### src/rtl/core/bba_pkg.sv
// ----------------------------------------------------------------------------
// bba_pkg
// Shared types, codes and helpers for the buddy block allocator core.
// ----------------------------------------------------------------------------
package bba_pkg;

   typedef enum logic [1:0] {
      NS_EMPTY = 2'd0,
      NS_ALLOC = 2'd1,
      NS_SPLIT = 2'd2,
      NS_FULL  = 2'd3
   } node_state_type;

   typedef enum logic [1:0] {
      STS_OK      = 2'd0,
      STS_NO_FIT  = 2'd1,
      STS_BAD_ADR = 2'd2
   } status_type;

   localparam logic CMD_ALLOC = 1'b0;
   localparam logic CMD_FREE  = 1'b1;

   localparam logic REG_POOL_LOG2    = 1'b0;
   localparam logic REG_BASE_ADDRESS = 1'b1;

   typedef enum logic [4:0] {
      ST_CLEAR,
      ST_IDLE,
      ST_DISPATCH,
      ST_A_CHECK,
      ST_A_NEED,
      ST_A_RD,
      ST_A_EV,
      ST_A_CHAIN,
      ST_A_FAIL,
      ST_F_SUB,
      ST_F_CHK,
      ST_F_RD,
      ST_F_EV,
      ST_UP_RD,
      ST_UP_WR,
      ST_FINISH
   } state_type;

   typedef enum logic [4:0] {
      OP_NONE,
      OP_LOAD,
      OP_CLR_START,
      OP_CLR_STEP,
      OP_NEED_INC,
      OP_DOWN_LEFT,
      OP_SIBLING,
      OP_UP,
      OP_ALLOC,
      OP_CLR_RIGHT,
      OP_SUB,
      OP_SET_OFF,
      OP_DESC,
      OP_FREE,
      OP_RD_SIB,
      OP_UP_WR,
      OP_RESP
   } op_type;

   typedef struct packed {
      op_type     op;
      status_type status;
   } cmd_type;

   typedef struct packed {
      logic           cmd_free;
      logic           too_large;
      logic           need_more;
      node_state_type node_st;
      logic           need_gt_lg;
      logic           lg_eq_need;
      logic           lg_at_min;
      logic           is_root;
      logic           is_left;
      logic           addr_bad;
      logic           start_match;
      logic           clr_last;
      logic           rsp_free;
      logic           pool_wr;
   } flags_type;

   function automatic logic is_full(input node_state_type s);
      return (s == NS_ALLOC) || (s == NS_FULL);
   endfunction

   function automatic node_state_type combine(input node_state_type a,
                                              input node_state_type b);
      node_state_type r;
      if (is_full(a) && is_full(b)) begin
         r = NS_FULL;
      end else if ((a != NS_EMPTY) || (b != NS_EMPTY)) begin
         r = NS_SPLIT;
      end else begin
         r = NS_EMPTY;
      end
      return r;
   endfunction

endpackage

### src/rtl/core/bba_ctrl.sv
// ----------------------------------------------------------------------------
// bba_ctrl
// Sequencer: tree search, free descent, merge walk, clearing and response.
// ----------------------------------------------------------------------------
module bba_ctrl (
   input  logic               clock,
   input  logic               reset,
   input  logic               req_tvalid,
   output logic               req_tready,
   input  bba_pkg::flags_type flags,
   output bba_pkg::cmd_type   cmd
);

   bba_pkg::state_type  state_ff, state_in;
   bba_pkg::status_type res_ff, res_in;

   always_ff @(posedge clock) begin
      if (reset) begin
         state_ff <= bba_pkg::ST_CLEAR;
         res_ff   <= bba_pkg::STS_OK;
      end else begin
         state_ff <= state_in;
         res_ff   <= res_in;
      end
   end

   always_comb begin
      state_in   = state_ff;
      res_in     = res_ff;
      cmd.op     = bba_pkg::OP_NONE;
      cmd.status = res_ff;
      req_tready = 1'b0;
      case (state_ff)
         bba_pkg::ST_CLEAR: begin
            cmd.op = bba_pkg::OP_CLR_STEP;
            if (flags.clr_last) state_in = bba_pkg::ST_IDLE;
         end
         bba_pkg::ST_IDLE: begin
            req_tready = 1'b1;
            if (req_tvalid) begin
               cmd.op   = bba_pkg::OP_LOAD;
               state_in = bba_pkg::ST_DISPATCH;
            end
         end
         bba_pkg::ST_DISPATCH: begin
            res_in   = bba_pkg::STS_OK;
            state_in = flags.cmd_free ? bba_pkg::ST_F_SUB : bba_pkg::ST_A_CHECK;
         end
         bba_pkg::ST_A_CHECK: begin
            if (flags.too_large) begin
               res_in   = bba_pkg::STS_NO_FIT;
               state_in = bba_pkg::ST_FINISH;
            end else begin
               state_in = bba_pkg::ST_A_NEED;
            end
         end
         bba_pkg::ST_A_NEED: begin
            if (flags.need_more) cmd.op = bba_pkg::OP_NEED_INC;
            else state_in = bba_pkg::ST_A_RD;
         end
         bba_pkg::ST_A_RD: state_in = bba_pkg::ST_A_EV;
         bba_pkg::ST_A_EV: begin
            if (bba_pkg::is_full(flags.node_st)) begin
               state_in = bba_pkg::ST_A_FAIL;
            end else if (flags.node_st == bba_pkg::NS_SPLIT) begin
               if (flags.lg_at_min) begin
                  state_in = bba_pkg::ST_A_FAIL;
               end else begin
                  cmd.op   = bba_pkg::OP_DOWN_LEFT;
                  state_in = bba_pkg::ST_A_RD;
               end
            end else if (flags.need_gt_lg) begin
               state_in = bba_pkg::ST_A_FAIL;
            end else begin
               state_in = bba_pkg::ST_A_CHAIN;
            end
         end
         bba_pkg::ST_A_CHAIN: begin
            if (flags.lg_eq_need || flags.lg_at_min) begin
               cmd.op   = bba_pkg::OP_ALLOC;
               state_in = bba_pkg::ST_UP_RD;
            end else begin
               cmd.op = bba_pkg::OP_CLR_RIGHT;
            end
         end
         bba_pkg::ST_A_FAIL: begin
            if (flags.is_root) begin
               res_in   = bba_pkg::STS_NO_FIT;
               state_in = bba_pkg::ST_FINISH;
            end else if (flags.is_left) begin
               cmd.op   = bba_pkg::OP_SIBLING;
               state_in = bba_pkg::ST_A_RD;
            end else begin
               cmd.op = bba_pkg::OP_UP;
            end
         end
         bba_pkg::ST_F_SUB: begin
            cmd.op   = bba_pkg::OP_SUB;
            state_in = bba_pkg::ST_F_CHK;
         end
         bba_pkg::ST_F_CHK: begin
            if (flags.addr_bad) begin
               res_in   = bba_pkg::STS_BAD_ADR;
               state_in = bba_pkg::ST_FINISH;
            end else begin
               cmd.op   = bba_pkg::OP_SET_OFF;
               state_in = bba_pkg::ST_F_RD;
            end
         end
         bba_pkg::ST_F_RD: state_in = bba_pkg::ST_F_EV;
         bba_pkg::ST_F_EV: begin
            if (flags.node_st == bba_pkg::NS_EMPTY) begin
               res_in   = bba_pkg::STS_BAD_ADR;
               state_in = bba_pkg::ST_FINISH;
            end else if (flags.node_st == bba_pkg::NS_ALLOC) begin
               if (flags.start_match) begin
                  cmd.op   = bba_pkg::OP_FREE;
                  state_in = bba_pkg::ST_UP_RD;
               end else begin
                  res_in   = bba_pkg::STS_BAD_ADR;
                  state_in = bba_pkg::ST_FINISH;
               end
            end else if (flags.lg_at_min) begin
               res_in   = bba_pkg::STS_BAD_ADR;
               state_in = bba_pkg::ST_FINISH;
            end else begin
               cmd.op   = bba_pkg::OP_DESC;
               state_in = bba_pkg::ST_F_RD;
            end
         end
         bba_pkg::ST_UP_RD: begin
            if (flags.is_root) begin
               state_in = bba_pkg::ST_FINISH;
            end else begin
               cmd.op   = bba_pkg::OP_RD_SIB;
               state_in = bba_pkg::ST_UP_WR;
            end
         end
         bba_pkg::ST_UP_WR: begin
            cmd.op   = bba_pkg::OP_UP_WR;
            state_in = bba_pkg::ST_UP_RD;
         end
         bba_pkg::ST_FINISH: begin
            if (flags.rsp_free) begin
               cmd.op   = bba_pkg::OP_RESP;
               state_in = bba_pkg::ST_IDLE;
            end
         end
         default: state_in = bba_pkg::ST_IDLE;
      endcase
      if (flags.pool_wr) begin
         cmd.op     = bba_pkg::OP_CLR_START;
         state_in   = bba_pkg::ST_CLEAR;
         req_tready = 1'b0;
      end
   end

endmodule

### config.mk
export PLATFORM = sky130hd
export DESIGN_NAME = bba_ctrl
export DESIGN_NICKNAME = d
export VERILOG_FILES = /design/src/rtl/core/bba_pkg.sv /design/src/rtl/core/bba_ctrl.sv
export SDC_FILE = /design/constraint.sdc
export NUM_CORES = 1
export LEC_CHECK = 0
export BUFFER_PORTS_ARGS = -buffer_cell sky130_fd_sc_hd__buf_4
export CAP_MARGIN = 5
export CORE_UTILIZATION = 48
export CTS_CLUSTER_DIAMETER = 40
export DETAILED_ROUTE_END_ITERATION = 8
export GPL_TIMING_DRIVEN = 0
export PLACE_DENSITY = 0.75
export SETUP_SLACK_MARGIN = 0.4
export SLEW_MARGIN = 30
export SYNTH_ARGS = -nofsm -noshare
export SYNTH_HDL_FRONTEND = slang
export SYNTH_SLANG_ARGS = --single-unit
### constraint.sdc
create_clock -name clock -period 3.35 [get_ports clock]
set_input_delay 0.335 -clock clock [delete_from_list [all_inputs] [get_ports clock]]
set_output_delay 0.335 -clock clock [all_outputs]
set_load 0.02 [all_outputs]
### Word level (Yosys, flattened, before mapping)

Index checks and enable logic that the tools add are counted.

| cells by class | value |
|---|---|
| bitwise logic cells | 0 |
| reductions and logical operators | 8 |
| shift-type cells | 0 |
| muxes and demuxes | 47 |
| divide/modulo/power cells | 0 |
| equality and inequality tests | 29 |
| $lt $le $gt $ge | 0 |
| multiply operators | 0 |
| add/sub/neg operators | 0 |

Operators by type and width:

| kind | count |
|---|---|
| 5-bit one-hot mux with 16 select lines | 1 |
| 5-bit 2-to-1 mux | 15 |
| 5-bit one-hot mux with 12 select lines | 1 |
| 5-bit by 4-bit equality test with 1-bit output (second input constant) | 8 |
| 4-bit 2-to-1 mux | 8 |
| 3-bit 2-to-1 mux | 7 |
| 5-bit by 3-bit equality test with 1-bit output (second input constant) | 4 |
| 2-bit 2-to-1 mux | 8 |
| 2-bit != test (second input constant) | 8 |
| 6-bit AND reduction | 2 |
| 5-bit by 2-bit equality test with 1-bit output (second input constant) | 2 |
| 2-bit one-hot mux with 5 select lines | 1 |
| 4-bit != test (second input constant) | 2 |
| 1-bit 2-to-1 mux | 6 |
| 5-bit by 1-bit equality test with 1-bit output (second input constant) | 1 |
| 5-bit zero test | 1 |
| 5-bit nonzero test | 1 |
| 2-bit equality test (second input constant) | 2 |
| 3-bit != test (second input constant) | 1 |
| 2-bit by 1-bit equality test with 1-bit output (second input constant) | 1 |
| 2-bit zero test | 1 |
| 1-bit logical OR | 2 |
| 2-bit OR reduction | 1 |

| word-level totals | value |
|---|---|
| logic and storage cells | 86 |
| bits of input ports | 18 |
| latch bits | 0 |
| memories | 0 |
| output and inout bits | 8 |
| register bits after elaboration | 7 |
| memory bits (writable) | 0 |
| memory bits (read-only) | 0 |

### Longest topological paths before layout

Gate-level depths: netlist of the first run.

| depth | value |
|---|---|
| depth in word-level cells | 5 |
| mapped depth | 7 |
| gate-level depth less buffers | 5 |

### Worst setup path after synthesis of the first run

No wires, ideal clock.

| timing | value |
|---|---|
| path kind | reg-to-output |
| from | register state_ff[3] |
| to | output cmd[5] in the netlist's numbering |
| data arrival time | 1719 ps |
| cell stages (with the launch flop) | 6 |
| path buffers | 3 |
| required time | 3015 ps |
| slack | 1296 ps |
| path through | dfxtp_1 > buf_2 > clkbuf_1 > buf_2 > o21ai_0 > a311oi_1 |

RTL lines:

| what | RTL line | source |
|---|---|---|
| from (decl) | bba_ctrl.sv:14 | `bba_pkg::state_type state_ff, state_in;` |
| from (signal assigned) | bba_ctrl.sv:19 | `state_ff <= bba_pkg::ST_CLEAR;` |
| from (signal assigned) | bba_ctrl.sv:22 | `state_ff <= state_in;` |
| to (decl) | bba_ctrl.sv:11 | `output bba_pkg::cmd_type cmd` |

==> results.toml, run 1 <==
[status]
outcome = "completed"

[timing]
fin_crit_ps = 2480
fin_tns_setup_ps = 0
slew_headroom_pct = 62.2
finalHoldViolCount = 0
fin_worst_skew_ps = 1.35
rsz0062_at_grt = "false"
fin_crit_sh_pct = 74.1
drv_slew = 0
setup_viol = 0
max_clock_freq_ghz = 0.403
worstMarginPinSlew_ps = 564

[critical_path]
worstSetupPathType = "reg -> out"
worstPathMaxFanout = 10
cp-end-kind = "output pin"
cp.arrival_ps = 2150
crit_required_ps = 3010
start_kind = "register"

[global_routing]
grt_max_degree = 11
grt_pass1_wl_microns = 4800
grt_util_all_layers_pct = 31.7
antenna_found_initial = 0
gr-total-overflow = 0
grt_pass1_vias = 1065

[logic_synthesis]
netlist_area_sq_um = 895
synth_most_common_cell = "a21oi_1"
synthArstFlopShare_pct = 0
synthTopCellsByCount = "a21oi_1, nand2_1, nor2_1, o21ai_0, o22ai_1"
yosysTopAreaCell = "dfxtp_1"
avgSynthCellArea_sq_um = 6.78
syn_nets = 150
synth_flop_cell = "dfxtp_1"
synth_seq_cells = 6
ys_types = 45
synth_area_leaders = "dfxtp_1, a21oi_1, o21ai_0"
synth_top_area_share_pct = 13.4
seq_area_frac_synth_pct = 13.4
syn_inst = 132
synth_edf_count = 0
yosys_warnings = 0

[cells_and_area]
final_nets = 180
insertedDiodeCount = 0
final_layout_size_suffix_gt1_share_pct = 27.5
syn_to_final_growth_pct = 27.0
stdcell_count = 185

[drt]
drtAntennaViolNets = 0
drc = 0
drt_iter0_drc = 72
routed_via_density = 6.41
wirelength_microns = 2980
num_vias = 1186
wire_per_inst_microns = 16.1
drtPass1Iterations = 5

[clock_network]
post-cts-setup-buffer-count = 0
cts_buffers = 3
cts.repair.resized = 0
cts_tree = "built"
clock_sinks = 6
root_buffer = "clkbuf_4"
clockBufferDepth = 2
htreeDepth = 1
clk_latency_ps = 240
cts_hold_buf = 0
clk_pin_slew_ps = 50

[pwr]
p_sw_mw = 0.0615
pwr-share-comb_pct = 29.1
power.total_mw = 0.203
powerDensity_nw_per_um2 = 178
irDropWorstVdd_mv = 0.233
p_clk_share_pct = 34.8
power_leakage_nw = 0.433
switching_share_pct = 30.4
internal_power_mw = 0.141
p_seq_share_pct = 36.1

[floorplanning]
die_y_microns = 45.2
initial_core_util_pct = 51.3
rows = 15
ioPinCount = 26
coreArea_sq_um = 1750
die_w_microns = 45.2
die_area_sq_um = 2040

[place]
port_buffers = 25
gp_congestion = 0.958
hpwl_microns = 2230
dpl.cell_count = 182

[min_path]
hp-class = "in -> reg"

[flow_run]
maxCapViolCount = 0
## layout make-up
cell class,instances,area (sq um)
timing repair buffer,25,188
sequential,6,120
fill,167,609
inverter,3,11.3
tap,25,31.3
multi-input combinational,112,699
buffer,11,63.8
clock buffer,3,22.5
## sequential cells by signal, indices dropped and copies added (netlist names)
register and count:
state_ff 4, res_ff 2
## cells in the final DEF, fill, tap and decap left out, types with 2 or more instances in the layout
cell type	instances
nor3b_1	2
nand2_1	11
buf_1	2
buf_4	25
clkbuf_4	3
o211ai_1	2
dfxtp_1	6
o22ai_1	7
nor2_1	11
nor2b_1	5
a21oi_1	15
o21ai_0	11
buf_6	2
or2_2	3
a31oi_1	3
nand3b_1	2
inv_1	3
buf_2	6
nand3_1	2
nor4b_1	2
o21a_1	2
a211oi_1	4
nand2b_1	6
nor4_1	2
## path summary, 6_finish.rpt
kind	depth (start not counted)	from	to	slack (ps)
setup / recovery	6	state_ff[3]	cmd[5]	870
setup reg to reg	6	state_ff[2]	state_ff[2]	1570
hold / removal	2	reset	res_ff[0]	290
hold reg to reg	2	res_ff[0]	res_ff[0]	470
## worst max-delay path: stages, from the launching register on
cell and delay [ps]:
dfxtp_1 390, buf_2 230, clkbuf_1 360, buf_2 310, o21ai_0 190, a311oi_1 230
buf_4 180
## per-layer routing
| metal | share of wire (%) | vias up | global-route usage (%) |
|---|---|---|---|
| met4 | 2.9 | 0 | 10.9 |
| met1 | 41 | 531 | 39.9 |
| li1 | - | 570 | - |
| met2 | 47 | 75 | 53.3 |
| met3 | 8.8 | 10 | 6.40 |
| met5 | 0 | - | 0 |
## per-stage QoR
step	instance area [sq um]	utilization [%]	hold WS, ps	worst slack (ps)
2_1_floorplan	895	-	404	1300
3_3_place_gp	1110	63.8	457	1210
3_5_place_dp	1110	63.8	467	1180
4_1_cts	1140	65.1	294	906
5_1_grt	1140	65.1	292	720
6_report	1140	65.1	289	868
## power by group through the flow
stage	clock [mW]	sequential (mW)	combinational, mW
3_3_place_gp	0	0.0746	0.0568
2_1_floorplan	0	0.0744	0.0290
3_5_place_dp	0	0.0746	0.0575
6_report	0.0706	0.0731	0.0589
5_1_grt	0.0744	0.0733	0.0642
4_1_cts	0.0717	0.0731	0.0578
## cells by family after synthesis
group	Yosys count	share of synthesized area [%]
AOI/OAI and AO/OA	57	43.1
and+or+nand+nor	54	34.1
buffers and inverters	14	8.39
DFF	6	13.4
xor gates and xnor gates	1	0.979
(Power assumes the default switching activity.)
==> run 2: changes to the inputs <==
Settings changed: ABC_AREA from default to 1, PLACE_DENSITY 0.75 to 0.76.
Clock period 3.35 ns to 2.38 ns, I/O delays scaled along.
==> results.toml, run 2 <==
[status]
outcome = "completed"

[logic_synthesis]
synth_most_common_cell = "nand2_1"
yosysTopAreaCell = "nand2_1"
yosys_warnings = 0
synth_top_area_share_pct = 27.5
synth_flop_cell = "dfxtp_1"
seq_area_frac_synth_pct = 14.9
syn_nets = 183
synthArstFlopShare_pct = 0
syn_inst = 165
avgSynthCellArea_sq_um = 4.88
ys_types = 17
synth_edf_count = 0
synthTopCellsByCount = "nand2_1, nor2_1, inv_1, nand3_1, dfxtp_1"
netlist_area_sq_um = 806
synth_area_leaders = "nand2_1, nor2_1, dfxtp_1"
synth_seq_cells = 6

[global_routing]
gr-total-overflow = 0
grt_pass1_wl_microns = 4260
antenna_found_initial = 0
grt_util_all_layers_pct = 30.3
grt_max_degree = 9
grt_pass1_vias = 1028

[timing]
fin_hold_ws_ps = 244
fin_crit_sh_pct = 76.8
slew_headroom_pct = 80.5
drv_slew = 0
fin_worst_skew_ps = 0.846
rsz0062_at_grt = "false"
worstMarginPinSlew_ps = 291
max_clock_freq_ghz = 0.547
setup_viol = 0
finalHoldViolCount = 0
fin_crit_ps = 1830
fin_tns_setup_ps = 0

[place]
port_buffers = 25
placed_area_sq_um = 1010
gp_congestion = 0.980
hpwl_microns = 1990

[cells_and_area]
multiInputGateArea_sq_um = 603
mostFrequentLayoutCells = "nand2_1, nor2_1, buf_4"
final_nets = 213
reg_top3 = "state_ff (4), res_ff (2)"
design_area_sq_um = 1050
layout_commonest_cell = "nand2_1"
syn_to_final_growth_pct = 30.0
fill_cells = 161
insertedDiodeCount = 0
largest_reg_flops = 4
ff_latch_area_sq_um = 124
final_layout_size_suffix_gt1_share_pct = 25.4
top_register = "state_ff"

[drt]
drtPass1Iterations = 5
drc = 0
drtAntennaViolNets = 0
routed_via_density = 5.23
wire_per_inst_microns = 11.5
route.met3.wl_microns = 188
drt_iter0_drc = 46
wirelength_microns = 2410
route.met2.wl_microns = 1200
met1_length_microns = 1020
highest_layer = "met3"
num_vias = 1093

[pwr]
powerDensity_nw_per_um2 = 285
power_leakage_nw = 0.592
irDropWorstVdd_mv = 0.378
power.total_mw = 0.298

[critical_path]
cp-end-kind = "output pin"
cp.arrival_ps = 1590
cp_num_buf_inv = 2
start_kind = "register"
cp_slowest_cell = "dfxtp_2"
rrSetupSlack_ps = 910
cp_top_family = "simple AND/OR/NAND/NOR gates"
path_cells = "inv_1, nand2_2, nor2_2, nand2_1, o21ai_0, nor2_1, a21oi_1, buf_4"
worstPathMaxFanout = 5
crit_required_ps = 2140
worstSetupPathType = "reg -> out"
max_stage_delay_ps = 340

[floorplanning]
die_y_microns = 43.0
initial_core_util_pct = 52.3
die_area_sq_um = 1850
coreArea_sq_um = 1540
ioPinCount = 26
die_w_microns = 43.0
rows = 14

[clock_network]
htreeDepth = 1
clockBufferDepth = 2
cts_hold_buf = 0
clk_pin_slew_ps = 50
clk_latency_ps = 250
clock_sinks = 6
cts_tree = "built"
root_buffer = "clkbuf_4"
cts_buffers = 3

[min_path]
hp-class = "in -> reg"

[flow_run]
maxCapViolCount = 0
-- run 2: timing repair --
item,CTS,global route
gates resized for setup,0,6
endpoints found under the setup margin,0,4
setup buffers,0,0
-- run 2: per-layer routing --
metal / vias to the layer above / global-route usage, %
li1: 570 / -
met1: 480 / 38.1
met2: 43 / 54.2
met3: 0 / 6.81
met4: 0 / 3.03
met5: - / 0
-- run 2: final cells by class --
cell class	instances	area share [%]
timing repair buffer	25	17.9
tap	16	1.91
multi-input combinational	137	57.6
inverter	21	7.53
clock buffer	3	2.15
sequential	6	11.8
buffer	1	1.08
-- run 2: metrics by stage --
step	worst slack (ps)	utilization, %	cells
floorplan	872	-	165
global placement	768	65.7	206
detailed placement	762	65.7	206
CTS	481	67.2	209
global route	427	67.9	209
finish	553	67.9	209
-- run 2: worst register-to-register path, stage by stage (launching register included) --
cell     delay [ps]
dfxtp_1         320
buf_6           130
nand2_2          80
inv_2           130
nand3_1         180
nand2_1         110
nand2_1          60
nor2_2          150
nand2_1          80
nand2_1          70
nor2_1           40
-- run 2: cells by family after synthesis --
kind of cell    Yosys count  share of synthesized area (%)
buf+inv                  22                           11.2
compound gates            8                           5.28
flops                     6                           14.9
simple gates            129                           68.6
-- run 2: worst paths after layout --
kind | startpoint | to | cells after the start
max | state_ff[0] | cmd[2] | 8
min | reset | state_ff[0] | 4
max reg2reg | state_ff[1] | res_ff[0] | 10
min reg2reg | res_ff[1] | res_ff[1] | 2
-- run 2: power by group --
part | switching, mW | leakage [nW] | internal (mW) | total (mW)
combinational | 0.0526 | 0.528 | 0.0428 | 0.0954
clock | 0.0389 | 0.0138 | 0.0572 | 0.0961
sequential | 0.00267 | 0.0500 | 0.104 | 0.106
